### src/design/efi_pkg.sv
// shared constants, types and the microcode table of the escape-time iterator
// no dependencies
package efi_pkg;

  localparam int FRAC_BITS   = 28;
  localparam int ORBIT_WIDTH = 64;
  localparam int IN_W        = 32;
  localparam int COUNT_W     = 12;
  localparam int BOUND_W     = 16;
  localparam int CFG_IDX_W   = 1;
  localparam int CFG_DATA_W  = 16;

  // operand width of the multiplies: magnitudes stay below the escape limit
  localparam int OPW   = BOUND_W + FRAC_BITS + 1;
  localparam int HALF  = (OPW + 1) / 2;
  localparam int ACC_W = 4 * HALF;
  localparam int SUM_W = ACC_W + 2;

  localparam logic [COUNT_W-1:0] MAX_ITER_RESET  = COUNT_W'(1000);
  localparam logic [BOUND_W-1:0] ESC_BOUND_RESET = BOUND_W'(1000);

  localparam logic [CFG_IDX_W-1:0] CFG_MAX_ITER  = CFG_IDX_W'(0);
  localparam logic [CFG_IDX_W-1:0] CFG_ESC_BOUND = CFG_IDX_W'(1);

  typedef enum logic [1:0] {SH_NONE, SH_HALF, SH_FULL} shift_t;
  typedef enum logic [1:0] {OPS_HOLD, OPS_DIFF_SUM, OPS_MAGS} ops_t;
  typedef enum logic {SEQ_IDLE, SEQ_RUN} seq_state_t;

  typedef struct packed {
    logic   mul_en;
    logic   a_hi;
    logic   b_hi;
    logic   acc_en;
    logic   acc_clr;
    shift_t acc_sh;
    ops_t   ld_ops;
    logic   wr_re;
    logic   wr_im;
    logic   check;
    logic   last;
  } ctrl_t;

  typedef struct packed {
    logic at_limit;
    logic escaped;
  } status_t;

  localparam int NUM_STEPS = 12;
  localparam int UPC_W     = $clog2(NUM_STEPS);

  localparam logic [UPC_W-1:0] STEP_CHECK   = UPC_W'(0);
  localparam logic [UPC_W-1:0] STEP_RE_M00  = UPC_W'(1);
  localparam logic [UPC_W-1:0] STEP_RE_M01  = UPC_W'(2);
  localparam logic [UPC_W-1:0] STEP_RE_M10  = UPC_W'(3);
  localparam logic [UPC_W-1:0] STEP_RE_M11  = UPC_W'(4);
  localparam logic [UPC_W-1:0] STEP_RE_ACC  = UPC_W'(5);
  localparam logic [UPC_W-1:0] STEP_IM_M00  = UPC_W'(6);
  localparam logic [UPC_W-1:0] STEP_IM_M01  = UPC_W'(7);
  localparam logic [UPC_W-1:0] STEP_IM_M10  = UPC_W'(8);
  localparam logic [UPC_W-1:0] STEP_IM_M11  = UPC_W'(9);
  localparam logic [UPC_W-1:0] STEP_IM_ACC  = UPC_W'(10);
  localparam logic [UPC_W-1:0] STEP_COMMIT  = UPC_W'(11);

  function automatic ctrl_t ucode(logic [UPC_W-1:0] upc);
    ctrl_t w;
    w = '0;
    w.acc_sh = SH_NONE;
    w.ld_ops = OPS_HOLD;
    case (upc)
      STEP_CHECK: begin
        w.check  = 1'b1;
        w.ld_ops = OPS_DIFF_SUM;
      end
      STEP_RE_M00, STEP_IM_M00: begin
        w.mul_en = 1'b1;
        w.wr_re  = (upc == STEP_IM_M00);
      end
      STEP_RE_M01, STEP_IM_M01: begin
        w.mul_en  = 1'b1;
        w.b_hi    = 1'b1;
        w.acc_en  = 1'b1;
        w.acc_clr = 1'b1;
        w.acc_sh  = SH_NONE;
      end
      STEP_RE_M10, STEP_IM_M10: begin
        w.mul_en = 1'b1;
        w.a_hi   = 1'b1;
        w.acc_en = 1'b1;
        w.acc_sh = SH_HALF;
      end
      STEP_RE_M11, STEP_IM_M11: begin
        w.mul_en = 1'b1;
        w.a_hi   = 1'b1;
        w.b_hi   = 1'b1;
        w.acc_en = 1'b1;
        w.acc_sh = SH_HALF;
      end
      STEP_RE_ACC, STEP_IM_ACC: begin
        w.acc_en = 1'b1;
        w.acc_sh = SH_FULL;
        w.ld_ops = (upc == STEP_RE_ACC) ? OPS_MAGS : OPS_HOLD;
      end
      STEP_COMMIT: begin
        w.wr_im = 1'b1;
        w.last  = 1'b1;
      end
      default: w = '0;
    endcase
    return w;
  endfunction

endpackage

### src/design/escape_time_fractal_iterator.sv
// Escape-time iterator: one transaction carries z and c in signed Q4.28, the
// result is the number of squarings z = z*z + c done before a component's
// magnitude reaches escape_bound (or the orbit saturates), or 0 when the count
// reaches max_iterations first or at the same test. Both complex products go
// through one shared multiplier as four partial products each, stepped by a
// 12-word microcode program. The next point is taken once the result is in the
// output register, while that result may still wait to be taken.
// Configuration writes go straight into their registers. Depends on efi_pkg,
// efi_seq and efi_datapath.
module escape_time_fractal_iterator (
  input  logic                               clk,
  input  logic                               rst,
  input  logic                               cfg_we,
  input  logic [efi_pkg::CFG_IDX_W-1:0]      cfg_index,
  input  logic [efi_pkg::CFG_DATA_W-1:0]     cfg_data,
  input  logic                               item_valid,
  output logic                               item_ready,
  input  logic signed [efi_pkg::IN_W-1:0]    start_re,
  input  logic signed [efi_pkg::IN_W-1:0]    start_im,
  input  logic signed [efi_pkg::IN_W-1:0]    const_re,
  input  logic signed [efi_pkg::IN_W-1:0]    const_im,
  output logic                               result_valid,
  input  logic                               result_ready,
  output logic [efi_pkg::COUNT_W-1:0]        escape_count
);
  import efi_pkg::*;

  logic [COUNT_W-1:0] max_iterations, count;
  logic [BOUND_W-1:0] escape_bound;
  ctrl_t              ctrl;
  status_t            status;
  logic               idle, done, start, out_free;

  assign item_ready = idle;
  assign start      = item_valid && idle;
  assign out_free   = !result_valid || result_ready;

  always_ff @(posedge clk) begin
    if (rst) begin
      max_iterations <= MAX_ITER_RESET;
      escape_bound   <= ESC_BOUND_RESET;
    end else if (cfg_we) begin
      case (cfg_index)
        CFG_MAX_ITER:  max_iterations <= cfg_data[COUNT_W-1:0];
        CFG_ESC_BOUND: escape_bound   <= cfg_data[BOUND_W-1:0];
        default: ;
      endcase
    end
  end

  always_ff @(posedge clk) begin
    if (rst) begin
      result_valid <= 1'b0;
    end else if (done) begin
      result_valid <= 1'b1;
    end else if (result_ready) begin
      result_valid <= 1'b0;
    end
  end

  always_ff @(posedge clk) begin
    if (done) escape_count <= status.at_limit ? '0 : count;
  end

  efi_seq u_seq (
    .clk      (clk),
    .rst      (rst),
    .start    (start),
    .status   (status),
    .out_free (out_free),
    .ctrl     (ctrl),
    .idle     (idle),
    .done     (done)
  );

  efi_datapath u_dp (
    .clk            (clk),
    .rst            (rst),
    .start          (start),
    .start_re       (start_re),
    .start_im       (start_im),
    .const_re       (const_re),
    .const_im       (const_im),
    .ctrl           (ctrl),
    .max_iterations (max_iterations),
    .escape_bound   (escape_bound),
    .status         (status),
    .count          (count)
  );

endmodule

### src/design/efi_seq.sv
// microcode sequencer: step counter, control store lookup and exit branch
// depends on efi_pkg
module efi_seq (
  input  logic             clk,
  input  logic             rst,
  input  logic             start,
  input  efi_pkg::status_t status,
  input  logic             out_free,
  output efi_pkg::ctrl_t   ctrl,
  output logic             idle,
  output logic             done
);
  import efi_pkg::*;

  seq_state_t       state, state_next;
  logic [UPC_W-1:0] upc, upc_next;
  ctrl_t            word;
  logic             leave;

  assign word  = ucode(upc);
  assign leave = word.check && (status.at_limit || status.escaped);

  always_ff @(posedge clk) begin
    if (rst) begin
      state <= SEQ_IDLE;
      upc   <= STEP_CHECK;
    end else begin
      state <= state_next;
      upc   <= upc_next;
    end
  end

  always_comb begin
    state_next = state;
    unique case (state)
      SEQ_IDLE: if (start) state_next = SEQ_RUN;
      SEQ_RUN:  if (leave && out_free) state_next = SEQ_IDLE;
      default:  state_next = SEQ_IDLE;
    endcase
  end

  always_comb begin
    if (state == SEQ_IDLE) begin
      upc_next = STEP_CHECK;
    end else if (leave || word.last) begin
      upc_next = STEP_CHECK;
    end else begin
      upc_next = upc + UPC_W'(1);
    end
  end

  always_comb begin
    idle = (state == SEQ_IDLE);
    done = (state == SEQ_RUN) && leave && out_free;
    if (state == SEQ_RUN && !leave) begin
      ctrl = word;
    end else begin
      ctrl = '0;
    end
  end

endmodule

### src/design/efi_datapath.sv
// orbit registers, shared partial-product multiplier, accumulator,
// saturating add and escape tests; depends on efi_pkg
module efi_datapath (
  input  logic                            clk,
  input  logic                            rst,
  input  logic                            start,
  input  logic signed [efi_pkg::IN_W-1:0] start_re,
  input  logic signed [efi_pkg::IN_W-1:0] start_im,
  input  logic signed [efi_pkg::IN_W-1:0] const_re,
  input  logic signed [efi_pkg::IN_W-1:0] const_im,
  input  efi_pkg::ctrl_t                  ctrl,
  input  logic [efi_pkg::COUNT_W-1:0]     max_iterations,
  input  logic [efi_pkg::BOUND_W-1:0]     escape_bound,
  output efi_pkg::status_t                status,
  output logic [efi_pkg::COUNT_W-1:0]     count
);
  import efi_pkg::*;

  localparam int OW = ORBIT_WIDTH;
  localparam logic signed [SUM_W-1:0] POS_MAX = {{(SUM_W-OW+1){1'b0}}, {(OW-1){1'b1}}};
  localparam logic signed [SUM_W-1:0] NEG_MIN = {{(SUM_W-OW+1){1'b1}}, {(OW-1){1'b0}}};

  logic [OW-1:0]      orbit_re, orbit_im, new_re;
  logic [IN_W-1:0]    cre, cim;
  logic [COUNT_W-1:0] step_counter;
  logic               sat, neg_re, neg_im;
  logic [2*HALF-1:0]  opa, opb, prod, prod_next;
  logic [ACC_W-1:0]   acc, acc_next, acc_term;

  logic [OW-1:0]      ax, ay, lim;
  logic [OPW-1:0]     axn, ayn, dif, sum_ops;
  logic               dneg;
  logic [HALF-1:0]    a_part, b_part;
  logic [ACC_W-1:0]   mag;
  logic signed [SUM_W-1:0] mag_s, term, total;
  logic [OW-1:0]      sat_val;
  logic               sat_hit;

  assign ax  = orbit_re[OW-1] ? (~orbit_re + OW'(1)) : orbit_re;
  assign ay  = orbit_im[OW-1] ? (~orbit_im + OW'(1)) : orbit_im;
  assign lim = OW'({escape_bound, {FRAC_BITS{1'b0}}});

  assign status.at_limit = (step_counter == max_iterations);
  assign status.escaped  = sat || (ax >= lim) || (ay >= lim);
  assign count           = step_counter;

  assign axn     = ax[OPW-1:0];
  assign ayn     = ay[OPW-1:0];
  assign dneg    = axn < ayn;
  assign dif     = dneg ? (ayn - axn) : (axn - ayn);
  assign sum_ops = axn + ayn;

  assign a_part    = ctrl.a_hi ? opa[2*HALF-1:HALF] : opa[HALF-1:0];
  assign b_part    = ctrl.b_hi ? opb[2*HALF-1:HALF] : opb[HALF-1:0];
  assign prod_next = {{HALF{1'b0}}, a_part} * {{HALF{1'b0}}, b_part};

  always_comb begin
    case (ctrl.acc_sh)
      SH_NONE: acc_term = ACC_W'(prod);
      SH_HALF: acc_term = ACC_W'(prod) << HALF;
      SH_FULL: acc_term = ACC_W'(prod) << (2 * HALF);
      default: acc_term = '0;
    endcase
    acc_next = (ctrl.acc_clr ? '0 : acc) + acc_term;
  end

  // scale the exact product, apply its sign, add c and clamp to the orbit range
  always_comb begin
    mag   = ctrl.wr_im ? (acc >> (FRAC_BITS - 1)) : (acc >> FRAC_BITS);
    mag_s = $signed({2'b00, mag});
    if (ctrl.wr_im ? neg_im : neg_re) begin
      term = -mag_s;
    end else begin
      term = mag_s;
    end
    if (ctrl.wr_im) begin
      total = term + $signed({{(SUM_W-IN_W){cim[IN_W-1]}}, cim});
    end else begin
      total = term + $signed({{(SUM_W-IN_W){cre[IN_W-1]}}, cre});
    end
    if (total > POS_MAX) begin
      sat_val = POS_MAX[OW-1:0];
      sat_hit = 1'b1;
    end else if (total < NEG_MIN) begin
      sat_val = NEG_MIN[OW-1:0];
      sat_hit = 1'b1;
    end else begin
      sat_val = total[OW-1:0];
      sat_hit = 1'b0;
    end
  end

  always_ff @(posedge clk) begin
    if (rst) begin
      step_counter <= '0;
      sat          <= 1'b0;
    end else if (start) begin
      step_counter <= '0;
      sat          <= 1'b0;
    end else begin
      if (ctrl.wr_re || ctrl.wr_im) sat <= sat | sat_hit;
      if (ctrl.wr_im) step_counter <= step_counter + COUNT_W'(1);
    end
  end

  always_ff @(posedge clk) begin
    if (start) begin
      orbit_re <= {{(OW-IN_W){start_re[IN_W-1]}}, start_re};
      orbit_im <= {{(OW-IN_W){start_im[IN_W-1]}}, start_im};
      cre      <= const_re;
      cim      <= const_im;
    end else begin
      case (ctrl.ld_ops)
        OPS_DIFF_SUM: begin
          opa    <= (2*HALF)'(dif);
          opb    <= (2*HALF)'(sum_ops);
          neg_re <= dneg;
          neg_im <= orbit_re[OW-1] ^ orbit_im[OW-1];
        end
        OPS_MAGS: begin
          opa <= (2*HALF)'(axn);
          opb <= (2*HALF)'(ayn);
        end
        default: ;
      endcase
      if (ctrl.mul_en) prod <= prod_next;
      if (ctrl.acc_en) acc <= acc_next;
      if (ctrl.wr_re) new_re <= sat_val;
      if (ctrl.wr_im) begin
        orbit_re <= new_re;
        orbit_im <= sat_val;
      end
    end
  end

endmodule

### config.mk
export PLATFORM = sky130hd
export DESIGN_NAME = escape_time_fractal_iterator
export DESIGN_NICKNAME = d
export VERILOG_FILES = /design/src/design/efi_pkg.sv /design/src/design/escape_time_fractal_iterator.sv /design/src/design/efi_seq.sv /design/src/design/efi_datapath.sv
export SDC_FILE = /design/constraint.sdc
export NUM_CORES = 2
export LEC_CHECK = 0
export BUFFER_PORTS_ARGS = -buffer_cell sky130_fd_sc_hd__buf_2
export CAP_MARGIN = 20
export CELL_PAD_IN_SITES_DETAIL_PLACEMENT = 0
export CELL_PAD_IN_SITES_GLOBAL_PLACEMENT = 2
export CORE_UTILIZATION = 41
export CTS_BUF_LIST = sky130_fd_sc_hd__clkbuf_4
export DETAILED_ROUTE_END_ITERATION = 8
export GPL_TIMING_DRIVEN = 0
export PLACE_DENSITY = 0.85
export SLEW_MARGIN = 20
export SYNTH_ARGS = -nofsm -noshare
export SYNTH_HDL_FRONTEND = slang
export SYNTH_SLANG_ARGS = --single-unit
### constraint.sdc
create_clock -name clk -period 14.7 [get_ports clk]
set_input_delay 1.47 -clock clk [delete_from_list [all_inputs] [get_ports clk]]
set_output_delay 1.47 -clock clk [all_outputs]
set_load 0.03 [all_outputs]
==> impl_results.rst <==
.. list-table::
   :header-rows: 1

   * - Metric
     - Value
   * - Outcome
     - finished clean
   * - Number of warning messages in the yosys log
     - 0
   * - Post-detailed-placement half-perimeter wirelength
     - 233000 µm
   * - Sum of overflow across all layers after global routing
     - 0
   * - Launch instance of the worst register-to-register path
     - u_dp.orbit_im[0]
   * - Critical Path Fanout Max
     - 10
   * - Critical path data arrival time
     - 15.33 ns
   * - Power Total
     - 5.82 mW
   * - Minimum clock period after layout
     - 14.43 ns
   * - Pin count of the biggest net entering global routing
     - 54
   * - Die Wd
     - 403 µm
   * - Total via count after detailed routing
     - 62400
   * - Register area share after synthesis
     - 0.241
   * - Pre-antenna DRT Iters
     - 8
   * - Row count
     - 146
   * - Fin nets
     - 9435
   * - Wire length after detailed routing
     - 284000 µm
   * - Crit-path most repeated cell
     - fa_1
   * - Power Density
     - 79.5 nW/µm²
   * - Area Overhead vs Synth
     - 10.9%
   * - Share of total power in sequential cells
     - 0.325
   * - Num CTS Buffers
     - 158
   * - Portion of synthesized cell area occupied by the leading cell type
     - 0.226
   * - Number of port buffers
     - 163
   * - Cell accounting for the most synthesized area
     - edfxtp_1
   * - Required time reported for the critical path endpoint
     - 15.60 ns
   * - Max Clk Rate
     - 69.3 MHz
   * - Clock network fraction of total power
     - 0.272
   * - Io pins
     - 164
   * - Overall track demand over capacity in global routing
     - 0.345
   * - Part of the cycle the worst path needs
     - 0.982
   * - Psw
     - 2.46 mW
   * - Top FF cell, synth
     - edfxtp_1
   * - Antenna viol nets, final
     - 0
   * - Placed instance area
     - 69900 µm²
   * - Count of unique library cells instantiated by Yosys
     - 92
   * - 1st-iter DRT viols
     - 6660
   * - Yosys reg bits
     - 545
   * - WL/cell
     - 26.8 µm
   * - Startpoint class of the critical path
     - register
   * - Hold-critical path endpoint
     - u_dp.cre[1]
   * - Internal Dissipation
     - 3.36 mW
   * - Hold/Removal Path Class
     - primary input to register
   * - Worst Tran Pin Value
     - 1.26 ns
   * - Max Slew Vio Count
     - 0
   * - Largest buffer count on any clock path
     - 3
   * - Final-report setup violation count
     - 0
   * - Max incr delay on CP
     - 0.69 ns
   * - Standby leakage power
     - 31.0 nW
   * - Vias per inst
     - 5.88
   * - H-tree levels
     - 4
   * - Setup repair after global routing missed its margin
     - yes
   * - Initial core utilization
     - 0.415
   * - Via count of the first global-routing pass
     - 60300
   * - Syn Std Cell Area
     - 66000 µm²
   * - Area contributors post-synth
     - edfxtp_1, fa_1, ha_1, nand2_1, a21oi_1
   * - Number of antenna violations at the first check in global routing
     - 47
   * - Worst setup path category
     - register to register
   * - Number of hold-slack violations in the final timing report
     - 0
   * - Count of cells along the worst hold path
     - 1
   * - Number of violations of the max-capacitance limit
     - 0
   * - Max-Slew Margin vs Limit
     - 0.158
   * - Total number of clock tree sinks
     - 545
   * - Worst IR Drop VDD
     - 0.102 mV
   * - Fraction of layout cells with a size suffix above 1
     - 0.0912
   * - Reg-to-reg slack, setup
     - 0.27 ns
   * - Clock-pin slew on the worst setup and hold paths
     - 0.07 ns
   * - Cell at the slowest stage of the critical path
     - fa_2
   * - Die Footprint
     - 163000 µm²
   * - R2R Path End
     - u_dp.prod[41]
   * - Cell at the root of the clock tree
     - clkbuf_4
   * - Average instance area after synthesis
     - 8.31 µm²
   * - Number of flops mapped to enable cells by yosys
     - 498
   * - Share of synthesized flip-flops with an asynchronous set or reset
     - 0
   * - Start point of the worst hold path
     - const_re[1]
   * - Clock latency at the later pin of the worst-skew pair
     - 1.25 ns
   * - Setup total negative slack
     - 0 ns
   * - Part of the total power dissipated in combinational logic
     - 0.403
   * - Clock tree from TritonCTS
     - done
   * - # DRC
     - 0
   * - FF-to-FF path depth
     - 45
   * - Design area
     - 73300 µm²
   * - CORE AREA
     - 159000 µm²
   * - Switching share of power
     - 0.423
   * - Count of mapped cells out of synthesis
     - 7947
   * - Die span in y
     - 403 µm
   * - First-pass GRT wire length
     - 411000 µm
   * - Setup clock skew after layout
     - 0.128 ns
   * - Critical path capture point type
     - register
   * - Syn Nets
     - 9071
   * - Final weighted congestion of routability-driven global placement
     - 1.01
-- metrics by stage --
step	std cells	hold WS (ns)	worst slack, ns	util
finish	10600	0.440	0.272	0.461
global route	10600	0.398	-0.0303	0.460
CTS	10600	0.326	0.0230	0.457
detailed placement	10300	0.456	-2.81	0.440
global placement	10300	0.447	-2.86	0.437
floorplan	7947	0.436	1.83	-
-- cells in the mapped netlist, types with 36 or more instances --
cell type	n
a22o_1	46
a21o_1	131
or3_1	71
edfxtp_1	498
nor3_1	136
mux2i_1	78
nand4_1	107
xnor2_1	260
or2_2	36
buf_2	36
o31ai_1	57
nand2_1	1130
nor2b_1	149
a31oi_1	73
xor2_1	174
clkbuf_1	319
o211ai_1	100
a211oi_1	51
dfxtp_1	47
and2_1	93
ha_1	531
nor4_1	55
or4_1	37
buf_1	39
fa_1	443
o21a_1	46
o21ai_0	439
a21oi_1	631
inv_1	724
o21bai_1	82
nand2b_1	74
nand3_1	129
nor2_1	682
-- cells in the final DEF (no fill, tap or decap), drive strengths merged, types with 21 or more instances in the layout --
master and n:
nand2b 74, or4 38, xnor2 260, nor4 58
nand4 107, dfxtp 47, or3 71, a31oi 73
nor3 138, o21ai 440, o31a 22, diode 36
inv 734, a2111oi 28, nand3b 21, buf 290
a211oi 51, a21o 131, o21bai 82, fa 443
nand2 1130, a21oi 631, or2 41, nand3 129
edfxtp 498, and2 93, xor2 174, o211ai 100
nor2b 149, mux2i 91, ha 531, and3 32
clkbuf 531, o41ai 24, o21a 46, nor2 682
mux2 47, o31ai 57, a22o 46, clkinv 60
-- worst max path at each step --
stage                           start       endpoint  slack (ns)  depth (start not counted)
CTS                  u_dp.orbit_im[2]  u_dp.prod[41]        0.02                         52
floorplan            u_dp.orbit_im[9]  u_dp.prod[41]        1.83                         52
finish               u_dp.orbit_im[0]  u_dp.prod[41]        0.27                         45
detailed placement  u_dp.orbit_im[63]  u_dp.prod[41]       -2.81                         50
global placement    u_dp.orbit_im[63]  u_dp.prod[41]       -2.86                         47
global route         u_dp.orbit_im[1]  u_dp.prod[41]       -0.03                         50
-- worst max-delay path: cells and delay by family (launching register included) --
kind	cells	cell delay (ns)
AO/OA/AOI/OAI	11	2.56
XOR/XNOR	2	0.43
adder cells (fa/ha/maj)	10	4.92
buffers and inverters	6	1.34
flip-flops	1	0.55
multiplexers	1	0.53
AND/OR/NAND/NOR	15	3.73
-- kinds of logic (layout without fill, tap and decap cells) --
family,count (synthesis),after routing,share of synthesized area
fa+ha+maj,974,974,0.235
compound gates,1908,1908,0.181
flops,545,545,0.241
simple gates,2809,2809,0.196
xor+xnor,434,434,0.0576
other cells,0,36,0
buf+inv,1139,1624,0.0663
mux,138,138,0.0240
-- per-layer routing --
metal	up-vias	GRT usage	share of wire
met1	30500	0.469	0.43
met4	22	0.156	0.050
li1	28400	-	-
met5	-	0	0.00058
met2	2902	0.521	0.43
met3	572	0.0781	0.089
-- layout make-up --
type,count,area [µm²]
Tap cell,2146,2690
Inverter,736,2760
Multi-Input combinational cell,6263,46500
Clock inverter,67,527
Fill cell,16000,85800
Clock buffer,214,1610
Sequential cell,545,15900
Antenna cell,36,90.1
Buffer,393,1740
Timing Repair Buffer,214,1440
-- power groups by stage --
stage          sequential [mW]  combinational, mW  clock [mW]
2_1_floorplan             1.90               1.40           0
3_3_place_gp              1.93               2.24           0
3_5_place_dp              1.92               2.24           0
4_1_cts                   1.88               2.27        1.62
5_1_grt                   1.89               2.48        1.69
6_report                  1.89               2.35        1.58
-- sequential cells by signal (all words and copies together) (netlist names), 4 cells and up --
| signal | count |
|---|---|
| u_seq.upc | 4 |
| escape_count | 12 |
| u_dp.orbit_im | 64 |
| max_iterations | 12 |
| u_dp.cre | 32 |
| u_dp.acc | 92 |
| u_dp.count | 12 |
| u_dp.opa | 45 |
| u_dp.prod | 46 |
| u_dp.cim | 32 |
| u_dp.opb | 45 |
| u_dp.new_re | 64 |
| u_dp.orbit_re | 64 |
| escape_bound | 16 |
-- timing repair --
item,in CTS,in global routing
buffers inserted,23,16
hold buffers,0,0
setup endpoints to repair,37,115
pin swaps,9,11
resized for setup,117,92
(Power assumes the default switching activity.)
